===== src/sv/pdpc_pkg.sv =====
`timescale 1ns / 1ps
// Shared types and constants for the PD drive position controller.
// No dependencies; imported by every module of the block.
package pdpc_pkg;

	// Port field widths
	localparam int ANG_W      = 32;
	localparam int SPD_W      = 24;
	localparam int TGT_W      = 32;
	localparam int LIM_W      = 16;
	localparam int GAIN_W     = 16;
	localparam int TRIM_W     = 16;
	localparam int TPD_W      = 24;
	localparam int DRV_OUT_W  = 16;
	localparam int CFG_IDX_W  = 3;
	localparam int CFG_DATA_W = 32;

	// Internal datapath widths
	localparam int ANG_SUM_W  = ANG_W + 1;
	localparam int SPD_SUM_W  = SPD_W + 1;
	localparam int FRAC_SHIFT = 17;
	localparam int POS_W      = ANG_SUM_W + TPD_W - FRAC_SHIFT;
	localparam int VEL_W      = SPD_SUM_W + TPD_W + 1 - FRAC_SHIFT;
	localparam int ERR_W      = POS_W + 1;
	localparam int ERR_LO_W   = 24;
	localparam int ERR_HI_W   = ERR_W - ERR_LO_W;
	localparam int KPE_W      = GAIN_W + ERR_W;
	localparam int DGV_W      = GAIN_W + VEL_W;
	localparam int DRV_W      = KPE_W + 1;
	localparam int LIM_SHIFT  = 14;
	localparam int LIM_FULL_W = LIM_W + LIM_SHIFT;
	localparam int DRVC_W     = LIM_FULL_W + 1;
	localparam int TRP_W      = TRIM_W + LIM_FULL_W;
	localparam int SUM_W      = 34;
	localparam int TABS_W     = TGT_W;
	localparam int TEPS_W     = TGT_W + 1;

	// Shared multiplier
	localparam int MUL_A_W = 34;
	localparam int MUL_B_W = 26;
	localparam int MUL_P_W = MUL_A_W + MUL_B_W;

	// Trim divide by 25600 = (x >> 10) / 25, four quotient bits per cycle
	localparam int DIV_SHIFT  = 10;
	localparam int DIV_W      = TRP_W - DIV_SHIFT;
	localparam int DIV_CONST  = 25;
	localparam int DIV_REM_W  = 5;
	localparam int DIV_RADIX  = 4;
	localparam int DIV_STEPS  = DIV_W / DIV_RADIX;
	localparam int DIV_CNT_W  = $clog2(DIV_STEPS);

	// Percent (22 fraction bits) to millivolts: times 120, drop 22 bits
	localparam int MV_SHIFT = 22;

	// Settle detection, Q16.16
	localparam int NEAR_EPS     = 655;
	localparam int SLOW_VEL     = 4260;
	localparam int CLOSE_MARGIN = 13107;
	localparam int HOLD_VEL     = 196608;
	localparam int SETTLE_LIMIT = 10;
	localparam int CNT_W        = 4;

	// Register reset values
	localparam logic [GAIN_W-1:0] PROP_GAIN_RST  = 16'd14720;
	localparam logic [GAIN_W-1:0] DERIV_GAIN_RST = 16'd194;

	// Action codes
	localparam logic ACT_START  = 1'b0;
	localparam logic ACT_SAMPLE = 1'b1;

	// Register indexes
	typedef enum logic [CFG_IDX_W-1:0] {
		CFG_TARGET = 3'd0,
		CFG_LIMIT  = 3'd1,
		CFG_PGAIN  = 3'd2,
		CFG_DGAIN  = 3'd3,
		CFG_RTRIM  = 3'd4,
		CFG_LTRIM  = 3'd5,
		CFG_TPD    = 3'd6
	} cfg_idx_t;

	// Operand selection of the shared multiplier
	typedef enum logic [2:0] {
		MUL_POS = 3'd0,
		MUL_VEL = 3'd1,
		MUL_KLO = 3'd2,
		MUL_KHI = 3'd3,
		MUL_DGV = 3'd4,
		MUL_TRR = 3'd5,
		MUL_TRL = 3'd6
	} mul_op_t;

	// What the output register is loaded with
	typedef enum logic [1:0] {
		OUT_ZERO  = 2'd0,
		OUT_DONE  = 2'd1,
		OUT_DRIVE = 2'd2
	} out_kind_t;

	// Controller to datapath
	typedef struct packed {
		logic      capture;
		mul_op_t   mul_op;
		logic      cap_err;
		logic      cap_vel;
		logic      cap_klo;
		logic      cap_kpe;
		logic      cap_drive;
		logic      clamp;
		logic      cap_trr;
		logic      div_load;
		logic      div_step;
		logic      cap_sum;
		logic      out_load;
		out_kind_t out_kind;
	} pdpc_cmd_t;

	// Datapath to controller
	typedef struct packed {
		logic near;
		logic slow;
	} pdpc_sts_t;

endpackage


===== src/sv/pdpc_ctrl.sv =====
`timescale 1ns / 1ps
// Controller: input/output handshakes, move state, settle counter, operation sequencer.
// Depends on pdpc_pkg.
module pdpc_ctrl (
	input  logic                 clk,
	input  logic                 arst_n,
	input  logic                 in_valid,
	output logic                 in_stall,
	input  logic                 action,
	output logic                 out_valid,
	input  logic                 out_stall,
	output pdpc_pkg::pdpc_cmd_t  cmd,
	input  pdpc_pkg::pdpc_sts_t  sts
);
	import pdpc_pkg::*;

	typedef enum logic [13:0] {
		S_IDLE  = 14'b00000000000001,
		S_POS   = 14'b00000000000010,
		S_VEL   = 14'b00000000000100,
		S_KLO   = 14'b00000000001000,
		S_KHI   = 14'b00000000010000,
		S_DGV   = 14'b00000000100000,
		S_EVAL  = 14'b00000001000000,
		S_CLAMP = 14'b00000010000000,
		S_TRR   = 14'b00000100000000,
		S_TRL   = 14'b00001000000000,
		S_DLOAD = 14'b00010000000000,
		S_DIV   = 14'b00100000000000,
		S_SUM   = 14'b01000000000000,
		S_OUT   = 14'b10000000000000
	} state_t;

	state_t               state_q;
	state_t               state_d;
	logic                 running_q;
	logic [CNT_W-1:0]     settle_cnt_q;
	logic [CNT_W-1:0]     settle_cnt_d;
	logic                 settle_end;
	out_kind_t            kind_q;
	logic [DIV_CNT_W-1:0] div_cnt_q;
	logic                 out_valid_q;
	logic                 out_free;

	assign in_stall  = state_q != S_IDLE;
	assign out_valid = out_valid_q;
	assign out_free  = !out_valid_q || !out_stall;

	// Settle counter: counts slow samples near target, clears on a fast one near target
	always_comb begin
		settle_cnt_d = settle_cnt_q;
		if (sts.near) begin
			if (sts.slow)
				settle_cnt_d = (settle_cnt_q == {CNT_W{1'b1}}) ? settle_cnt_q
					: settle_cnt_q + CNT_W'(1);
			else
				settle_cnt_d = '0;
		end
	end
	assign settle_end = sts.near && (settle_cnt_d > CNT_W'(SETTLE_LIMIT));

	// Sequencer
	always_comb begin
		state_d      = state_q;
		cmd          = '0;
		cmd.mul_op   = MUL_POS;
		cmd.out_kind = kind_q;
		unique case (state_q)
			S_IDLE: begin
				cmd.capture = in_valid;
				if (in_valid) begin
					if (action == ACT_SAMPLE && running_q)
						state_d = S_POS;
					else
						state_d = S_OUT;
				end
			end
			S_POS: state_d = S_VEL;
			S_VEL: begin
				cmd.mul_op  = MUL_VEL;
				cmd.cap_err = 1'b1;
				state_d     = S_KLO;
			end
			S_KLO: begin
				cmd.mul_op  = MUL_KLO;
				cmd.cap_vel = 1'b1;
				state_d     = S_KHI;
			end
			S_KHI: begin
				cmd.mul_op  = MUL_KHI;
				cmd.cap_klo = 1'b1;
				state_d     = S_DGV;
			end
			S_DGV: begin
				cmd.mul_op  = MUL_DGV;
				cmd.cap_kpe = 1'b1;
				state_d     = S_EVAL;
			end
			S_EVAL: begin
				cmd.cap_drive = 1'b1;
				state_d       = settle_end ? S_OUT : S_CLAMP;
			end
			S_CLAMP: begin
				cmd.clamp = 1'b1;
				state_d   = S_TRR;
			end
			S_TRR: begin
				cmd.mul_op = MUL_TRR;
				state_d    = S_TRL;
			end
			S_TRL: begin
				cmd.mul_op  = MUL_TRL;
				cmd.cap_trr = 1'b1;
				state_d     = S_DLOAD;
			end
			S_DLOAD: begin
				cmd.div_load = 1'b1;
				state_d      = S_DIV;
			end
			S_DIV: begin
				cmd.div_step = 1'b1;
				if (div_cnt_q == DIV_CNT_W'(DIV_STEPS - 1))
					state_d = S_SUM;
			end
			S_SUM: begin
				cmd.cap_sum = 1'b1;
				state_d     = S_OUT;
			end
			S_OUT: begin
				if (out_free) begin
					cmd.out_load = 1'b1;
					state_d      = S_IDLE;
				end
			end
			default: state_d = S_IDLE;
		endcase
	end

	// Control registers
	always_ff @(posedge clk or negedge arst_n) begin
		if (!arst_n) begin
			state_q      <= S_IDLE;
			running_q    <= 1'b0;
			settle_cnt_q <= '0;
			kind_q       <= OUT_ZERO;
			div_cnt_q    <= '0;
			out_valid_q  <= 1'b0;
		end else begin
			state_q <= state_d;
			if (state_q == S_IDLE && in_valid) begin
				if (action == ACT_START) begin
					running_q    <= 1'b1;
					settle_cnt_q <= '0;
					kind_q       <= OUT_ZERO;
				end else begin
					kind_q <= running_q ? OUT_DRIVE : OUT_ZERO;
				end
			end
			if (state_q == S_EVAL) begin
				settle_cnt_q <= settle_cnt_d;
				if (settle_end) begin
					running_q <= 1'b0;
					kind_q    <= OUT_DONE;
				end
			end
			if (state_q == S_DLOAD)
				div_cnt_q <= '0;
			else if (state_q == S_DIV)
				div_cnt_q <= div_cnt_q + DIV_CNT_W'(1);
			// Output transfer
			if (cmd.out_load)
				out_valid_q <= 1'b1;
			else if (!out_stall)
				out_valid_q <= 1'b0;
		end
	end

	a_running_cnt: assert property (@(posedge clk) disable iff (!arst_n)
		running_q |-> settle_cnt_q <= CNT_W'(SETTLE_LIMIT))
		else $error("settle count above limit while move armed");

	a_done_stops: assert property (@(posedge clk) disable iff (!arst_n)
		(state_q == S_OUT && kind_q == OUT_DONE) |-> !running_q)
		else $error("done result while move still armed");

	a_div_bound: assert property (@(posedge clk) disable iff (!arst_n)
		state_q == S_DIV |-> div_cnt_q < DIV_CNT_W'(DIV_STEPS))
		else $error("divide step count overrun");

	a_out_src: assert property (@(posedge clk) disable iff (!arst_n)
		$rose(out_valid_q) |-> $past(state_q) == S_OUT)
		else $error("result presented outside output state");

	a_drive_armed: assert property (@(posedge clk) disable iff (!arst_n)
		(state_q == S_POS) |-> (running_q && kind_q == OUT_DRIVE))
		else $error("control sample processed while idle");

endmodule


===== config.mk =====
export PLATFORM = sky130hd
export DESIGN_NAME = pdpc_ctrl
export DESIGN_NICKNAME = d
export VERILOG_FILES = /design/src/sv/pdpc_pkg.sv /design/src/sv/pdpc_ctrl.sv
export SDC_FILE = /design/constraint.sdc
export NUM_CORES = 1
export LEC_CHECK = 0
export BUFFER_PORTS_ARGS = -buffer_cell sky130_fd_sc_hd__buf_2
export CAP_MARGIN = 20
export CORE_AREA = 2 2 73 54
export DETAILED_ROUTE_END_ITERATION = 12
export DIE_AREA = 0 0 75 56
export GPL_TIMING_DRIVEN = 0
export HOLD_SLACK_MARGIN = 0.15
export MAX_ROUTING_LAYER = met4
export PLACE_DENSITY_LB_ADDON = 0.25
export SETUP_SLACK_MARGIN = 0.1
export SLEW_MARGIN = 20
export SYNTH_ARGS = -nofsm -noshare
export SYNTH_HDL_FRONTEND = slang
export SYNTH_SLANG_ARGS = --single-unit

===== constraint.sdc =====
create_clock -name clk -period 2.2 [get_ports clk]
set_input_delay 0.66 -clock clk [delete_from_list [all_inputs] [get_ports clk]]
set_output_delay 0.66 -clock clk [all_outputs]
set_load 0.01 [all_outputs]

== Word level (Yosys, flattened, before mapping) ==
Cells that the tools add are included.
Widths: inputs -> output; s select.
Storage, ports and cells
  bits of input ports: 7
  word-level logic and storage cells: 80
  register bits: 26
Operators by class
  multiplexer cells: 39
  reductions and logical operators: 10
  equality and inequality tests: 22
  magnitude comparators: 1
  add/subtract/negate cells: 2
Operator list (count)
  $pmux 14 s14: 1
  $mux 14: 5
  $mux 4: 8
  $mux 1: 19
  $pmux 3 s6: 1
  $eq 14x1->1 const B: 1
  $eq 14x10->1 const B: 1
  $eq 14x11->1 const B: 1
  $eq 14x12->1 const B: 1
  $eq 14x13->1 const B: 1
  $eq 14x14->1 const B: 1
  $eq 14x2->1 const B: 1
  $eq 14x3->1 const B: 1
  $eq 14x4->1 const B: 1
  $eq 14x5->1 const B: 1
  $eq 14x6->1 const B: 1
  $eq 14x7->1 const B: 1
  $eq 14x8->1 const B: 1
  $eq 14x9->1 const B: 1
  $ne 14x1->1 const B: 1
  $mux 2: 5
  $add 4x1->4 const B: 2
  $eq 4x4->1 const B: 2
  $ne 2x2->1 const B: 3
  other kinds (8): 13

== Logic depth before layout (Yosys ltp) ==
Gate-level depths: netlist of the first run.
  depth after elaboration: 8
  mapped depth: 7

== Worst setup path after synthesis of the first run ==
Ideal clock, no wire load.
  path kind: flip-flop to output port
  start: register state_q[1]
  end: output cmd[14] (netlist bit)
  cell stages (with the launch flop): 6
  setup slack: -0.114 ns
  data arrival time: 1.654 ns
  cell sequence: dfrtp_1 > nor4_4 > and3_1 > nand2_1 > nor3b_2 > or3_1
RTL lines
  start: declaration: line pdpc_ctrl.sv:34  | state_t state_q;
  start signal: assignment: line pdpc_ctrl.sv:149  | state_q <= state_d;
  end: declaration: line pdpc_ctrl.sv:12  | output pdpc_pkg::pdpc_cmd_t cmd,

==> summary.txt, run 1 <==
1st-pass router iterations: 4
Post-Synth Simple-Gate Area: 0.383
Placeable Area: 3450 sq um
Startpoint Class: register
leak pwr: 1.11 nW
Vert. Die Dim: 56 um
top_reg_cell synth: dfrtp_1
Max clock buf depth: 2
Post-Layout Cell Count: 282
critical path class: reg2out
Slew headroom: 0.606
cell depth of the worst flop-to-flop path: 10
# DRC: 0
Die Footprint: 4200 sq um
commonest non-fill, non-tap cell in the layout: buf_4
Starting Density: 0.499
synth top area cells: dfrtp_1 (36%), nand2_1 (3.9%), nor4_4 (3.7%)
vias in the first global route: 1359
Worst EP arrival: 1.86 ns
Synth-to-Final Area Change: 40.4%
Cells after Synth: 172
Avg Inst Size Synth: 9.99 sq um
Pwr Density: 897 nW/um^2
Total Power: 2.16 mW
DP HPWL: 2800 um
Finish-stage setup viols: 16
Data required, critical path: 1.54 ns
dpl cell area: 1920 sq um
crit path time final: 2.52 ns
initial DRC count: 143
Root Buffer: clkbuf_8
dpl ws: -0.268 ns
I/O pins: 26
flop and latch count out of synthesis: 26
clock sink count: 26
RSZ-0062 raised after global routing: yes
Worst-Skew Late Latency: 0.27 ns
TritonCTS clock tree: built
Max-Cap Viols: 0
worst slew pin tran: 0.591 ns
first-pass GRT wire length: 6780 um
routed wire length: 4590 um
Fillers: 258
Yosys top cell area share: 0.364
Yosys top cell by area: dfrtp_1
initial antenna violation count: 0
antenna cells: 0
vias per inst: 5.64
remaining global-route overflow: 0
syn_nets: 182
fin. max-slew vios: 0
layout cells sized above 1: 0.522
port bufs: 24
area fraction in compound gates after synthesis: 0.130
Total Routing Usage GR: 0.219
Die X: 75 um
Post-synth EDFFs: 0
Vias: 1590
adder-cell share of the synthesized area: 0.0218
largest family of logic cells by synthesized area: simple AND/OR/NAND/NOR gates
commonest non-fill, non-tap cells in the layout: buf_4 (28), dfrtp_1 (21), buf_2 (18)
Worst VDD drop: 0.885 mV
sequential-to-total area share from yosys stat: 0.379
clk_skew: 0.00872 ns
failing checks: negative setup slack
synthesized cell area: 1720 sq um
Final ANT Viol Nets: 0
Inst Count DP: 246
number of distinct library cells after synthesis: 57
Hold Path Class: in2async
crit path max fanout: 6
TritonCTS Buffers: 3
maximum clock frequency: 397 MHz
Row Count: 18
Post-Synth XOR/XNOR Area: 0.0408
status: finished with violations
H-tree depth: 1
Final Cell Area: 2410 sq um
CP Capture Type: primary output
fin nets: 243
final worst setup slack: -0.320 ns
Final GP Congestion: 0.908
multiplexer share of the synthesized area: 0.0146
final worst-path cycle share: 1.15
ys async rst share: 1.00
Avg WL per Cell: 16.3 um
yosys warns: 0
final hold viol count: 0
clk slew on worst S/H paths: 0.09 ns
largest net degree at the start of global routing: 27
[what timing repair did]
item	4_1_cts	5_1_grt
buffers inserted	20	16
hold buffers	0	0
pin swaps	15	15
resized for setup	26	19
cloned	0	0
hold endpoints to repair	0	0
endpoints found under the setup margin	16	24
[where the power goes]
part | switching, mW | internal [mW]
sequential | 0.0626 | 0.531
combinational | 0.639 | 0.618
clock | 0.152 | 0.160
[per-stage QoR]
step           utilization  setup TNS (ns)  hold WS (ns)
2_1_floorplan            -          -0.112         0.364
3_3_place_gp         0.558          -0.807         0.457
3_5_place_dp         0.558           -1.14         0.473
4_1_cts              0.648           -3.36         0.396
5_1_grt              0.700           -4.79         0.411
6_report             0.700           -3.79         0.380
[worst max-delay path: stages (launching register included)]
cell,delay [ns]
dfrtp_2,0.47
nor4_4,0.33
and3_4,0.27
nand2_4,0.07
nor3b_4,0.20
or3_4,0.15
buf_6,0.09
[path summary, 6_finish.rpt]
path / startpoint / endpoint / slack, ns
setup reg to reg: state_q[9] / state_q[0] / 0.06
hold / removal: arst_n / div_cnt_q[1] / 0.38
min in group clk: kind_q[0] / kind_q[0] / 0.49
hold reg to reg: kind_q[0] / kind_q[0] / 0.49
setup / recovery: state_q[9] / cmd[14] / -0.32
max in group asynchronous: arst_n / state_q[3] / 1.39
[flip-flops by register name, indices dropped and copies added, names as in the netlist]
| signal | cells |
|---|---|
| state_q | 14 |
| div_cnt_q | 4 |
| settle_cnt_q | 4 |
| kind_q | 2 |
| out_valid | 1 |
| running_q | 1 |
[area by class of cell]
type	instances	area, sq um	area share
buffer	4	33.8	0.0140
clock buffer	4	55.1	0.0228
inverter	6	22.5	0.00934
multi-input combinational	136	1160	0.479
sequential	26	657	0.272
tap	50	62.6	0.0259
timing repair buffer	56	425	0.176
[logic make-up after synthesis]
logic type / after synthesis
flops: 26
xor+xnor: 8
mux: 2
fa+ha+maj: 3
simple gates: 94
buf+inv: 10
compound gates: 29
[routing by layer]
layer	vias up	wire (um)	track usage
met5	-	0	-
met4	0	44	0.0408
met3	11	212	0.0453
met2	49	2190	0.315
met1	784	2150	0.320
li1	746	-	-
[synthesized netlist by cell type, types with 3 or more instances]
library cell and instances:
nand3_1 4, inv_1 6, nor4_4 3, o21ai_1 3, nand4_1 4, xnor2_1 3
nor2_1 11, nor3_1 10, dfrtp_1 25, and3_1 5, xor2_1 5, o21ai_0 5
a21oi_1 6, ha_1 3, nor3b_1 6, nand2_1 18
Note: power is estimated with default switching activity, not from simulation.
==> run 2: changes to the inputs <==
--- a/config.mk
+++ b/config.mk
@@ -15,6 +15,7 @@
 export MAX_ROUTING_LAYER = met4
 export PLACE_DENSITY_LB_ADDON = 0.25
 export SETUP_SLACK_MARGIN = 0.1
+export SKIP_CTS_REPAIR_TIMING = 1
 export SLEW_MARGIN = 20
 export SYNTH_ARGS = -nofsm -noshare
 export SYNTH_HDL_FRONTEND = slang
==> run 2 against run 1 <==
The flow still finishes with violations (negative setup slack). Clock power shrank 2%. Largest cell class unchanged. Non-clock buffer count decreased by 6. Critical path type unchanged. Sequential share of layout area grew 1.1 points. First-iteration DRC count fell by 9.8%.
==> summary.txt, run 2 (synthesized netlist as in run 1, its figures left out) <==
Worst EP arrival: 1.98 ns
Final Core Density: 0.673
initial DRC count: 129
final worst-path cycle share: 1.20
TritonCTS clock tree: built
1st-pass router iterations: 4
final worst setup slack: -0.436 ns
Slew headroom: 0.620
Row Count: 18
crit path time final: 2.64 ns
grt met1 use: 0.293
clock sink count: 26
fin nets: 237
Final TNS setup: -4.39 ns
dpl ws: -0.268 ns
met3 Use GR: 0.0453
routed wire length: 4150 um
Startpoint Class: register
Total Power: 2.08 mW
Total Routing Usage GR: 0.193
first-pass GRT wire length: 6020 um
Die X: 75 um
fin. max-slew vios: 0
initial antenna violation count: 0
DP HPWL: 2800 um
failing checks: negative setup slack
I/O pins: 26
Final GP Congestion: 0.908
TritonCTS Buffers: 3
status: finished with violations
Starting Density: 0.499
Worst VDD drop: 0.804 mV
largest net degree at the start of global routing: 27
Top Usage Layer GRT: met1
worst slew pin tran: 0.569 ns
final hold viol count: 0
Fillers: 268
commonest non-fill, non-tap cells in the layout: buf_4 (27), dfrtp_1 (21), buf_2 (20)
Placeable Area: 3450 sq um
vias per inst: 5.44
Vert. Die Dim: 56 um
CP Capture Type: primary output
port bufs: 24
Finish-stage setup viols: 16
leak pwr: 1.09 nW
vias in the first global route: 1203
Avg WL per Cell: 15.0 um
Top reg by flops: state_q
Final ANT Viol Nets: 0
Hold Path Class: in2async
maximum clock frequency: 379 MHz
Pwr Density: 897 nW/um^2
crit path max fanout: 5
Data required, critical path: 1.54 ns
commonest non-fill, non-tap cell in the layout: buf_4
remaining global-route overflow: 0
# DRC: 0
RSZ-0062 raised after global routing: yes
critical path class: reg2out
clk_skew: 0.0112 ns
Max clock buf depth: 2
Worst-Skew Late Latency: 0.27 ns
max reg flops: 14
Seq. cell area: 657 sq um
Die Footprint: 4200 sq um
area of the multi-input gates: 1150 sq um
antenna cells: 0
clk slew on worst S/H paths: 0.09 ns
H-tree depth: 1
Max-Cap Viols: 0
Root Buffer: clkbuf_8
Synth-to-Final Area Change: 35.0%
layout cells sized above 1: 0.487
top flop regs: state_q (14), div_cnt_q (4), settle_cnt_q (4)
final hold slack: 0.372 ns
routing usage on met2: 0.259
Vias: 1501
==> run 2: cell count changes in the layout (fill, tap and decap cells not counted), moves of 2 or more <==
cell	previous run	this run
buf_2	18	20
buf_6	12	6
nor2_1	6	8
nor3_1	6	8
nor3_2	4	2
==> run 2: per-layer routing <==
layer	share of wire	vias to the layer above
met1	0.48	717
met4	0.0065	0
li1	-	729
met5	0	-
met3	0.065	4
met2	0.45	51
==> run 2: final timing paths <==
path	from	to	slack (ns)	cells after the start
worst max-delay path	state_q[12]	cmd[14]	-0.44	6
worst min-delay path	arst_n	div_cnt_q[1]	0.37	1
worst max register to register	state_q[2]	state_q[0]	0.09	9
worst min register to register	kind_q[0]	kind_q[0]	0.49	1
max in group asynchronous	arst_n	state_q[2]	1.41	1
min in group clk	kind_q[0]	kind_q[0]	0.49	1
==> run 2: through the flow <==
stage | instances | instance area [sq um]
finish | 276 | 2320
global route | 276 | 2320
CTS | 250 | 1980
detailed placement | 246 | 1920
global placement | 246 | 1920
floorplan | 172 | 1740
==> run 2: power by group <==
group / total [mW] / leakage (nW) / internal [mW] / switching (mW)
combinational: 1.17 / 0.715 / 0.557 / 0.611
sequential: 0.605 / 0.345 / 0.533 / 0.0720
clock: 0.307 / 0.0288 / 0.160 / 0.147
==> run 2: area by class of cell <==
| type | instances | share of cell area |
|---|---|---|
| Buffer | 4 | 0.0146 |
| Tap cell | 50 | 0.0270 |
| Inverter | 6 | 0.00971 |
| Clock buffer | 4 | 0.0237 |
| Sequential cell | 26 | 0.283 |
| Timing Repair Buffer | 50 | 0.147 |
| Multi-Input combinational cell | 136 | 0.495 |
==> run 2: critical path: stages, from the launching register on <==
cell and delay [ns]:
dfrtp_2 0.45, nor4_4 0.43, and3_4 0.30, nand2_4 0.07, nor3b_4 0.20, or3_4 0.15, buf_6 0.09
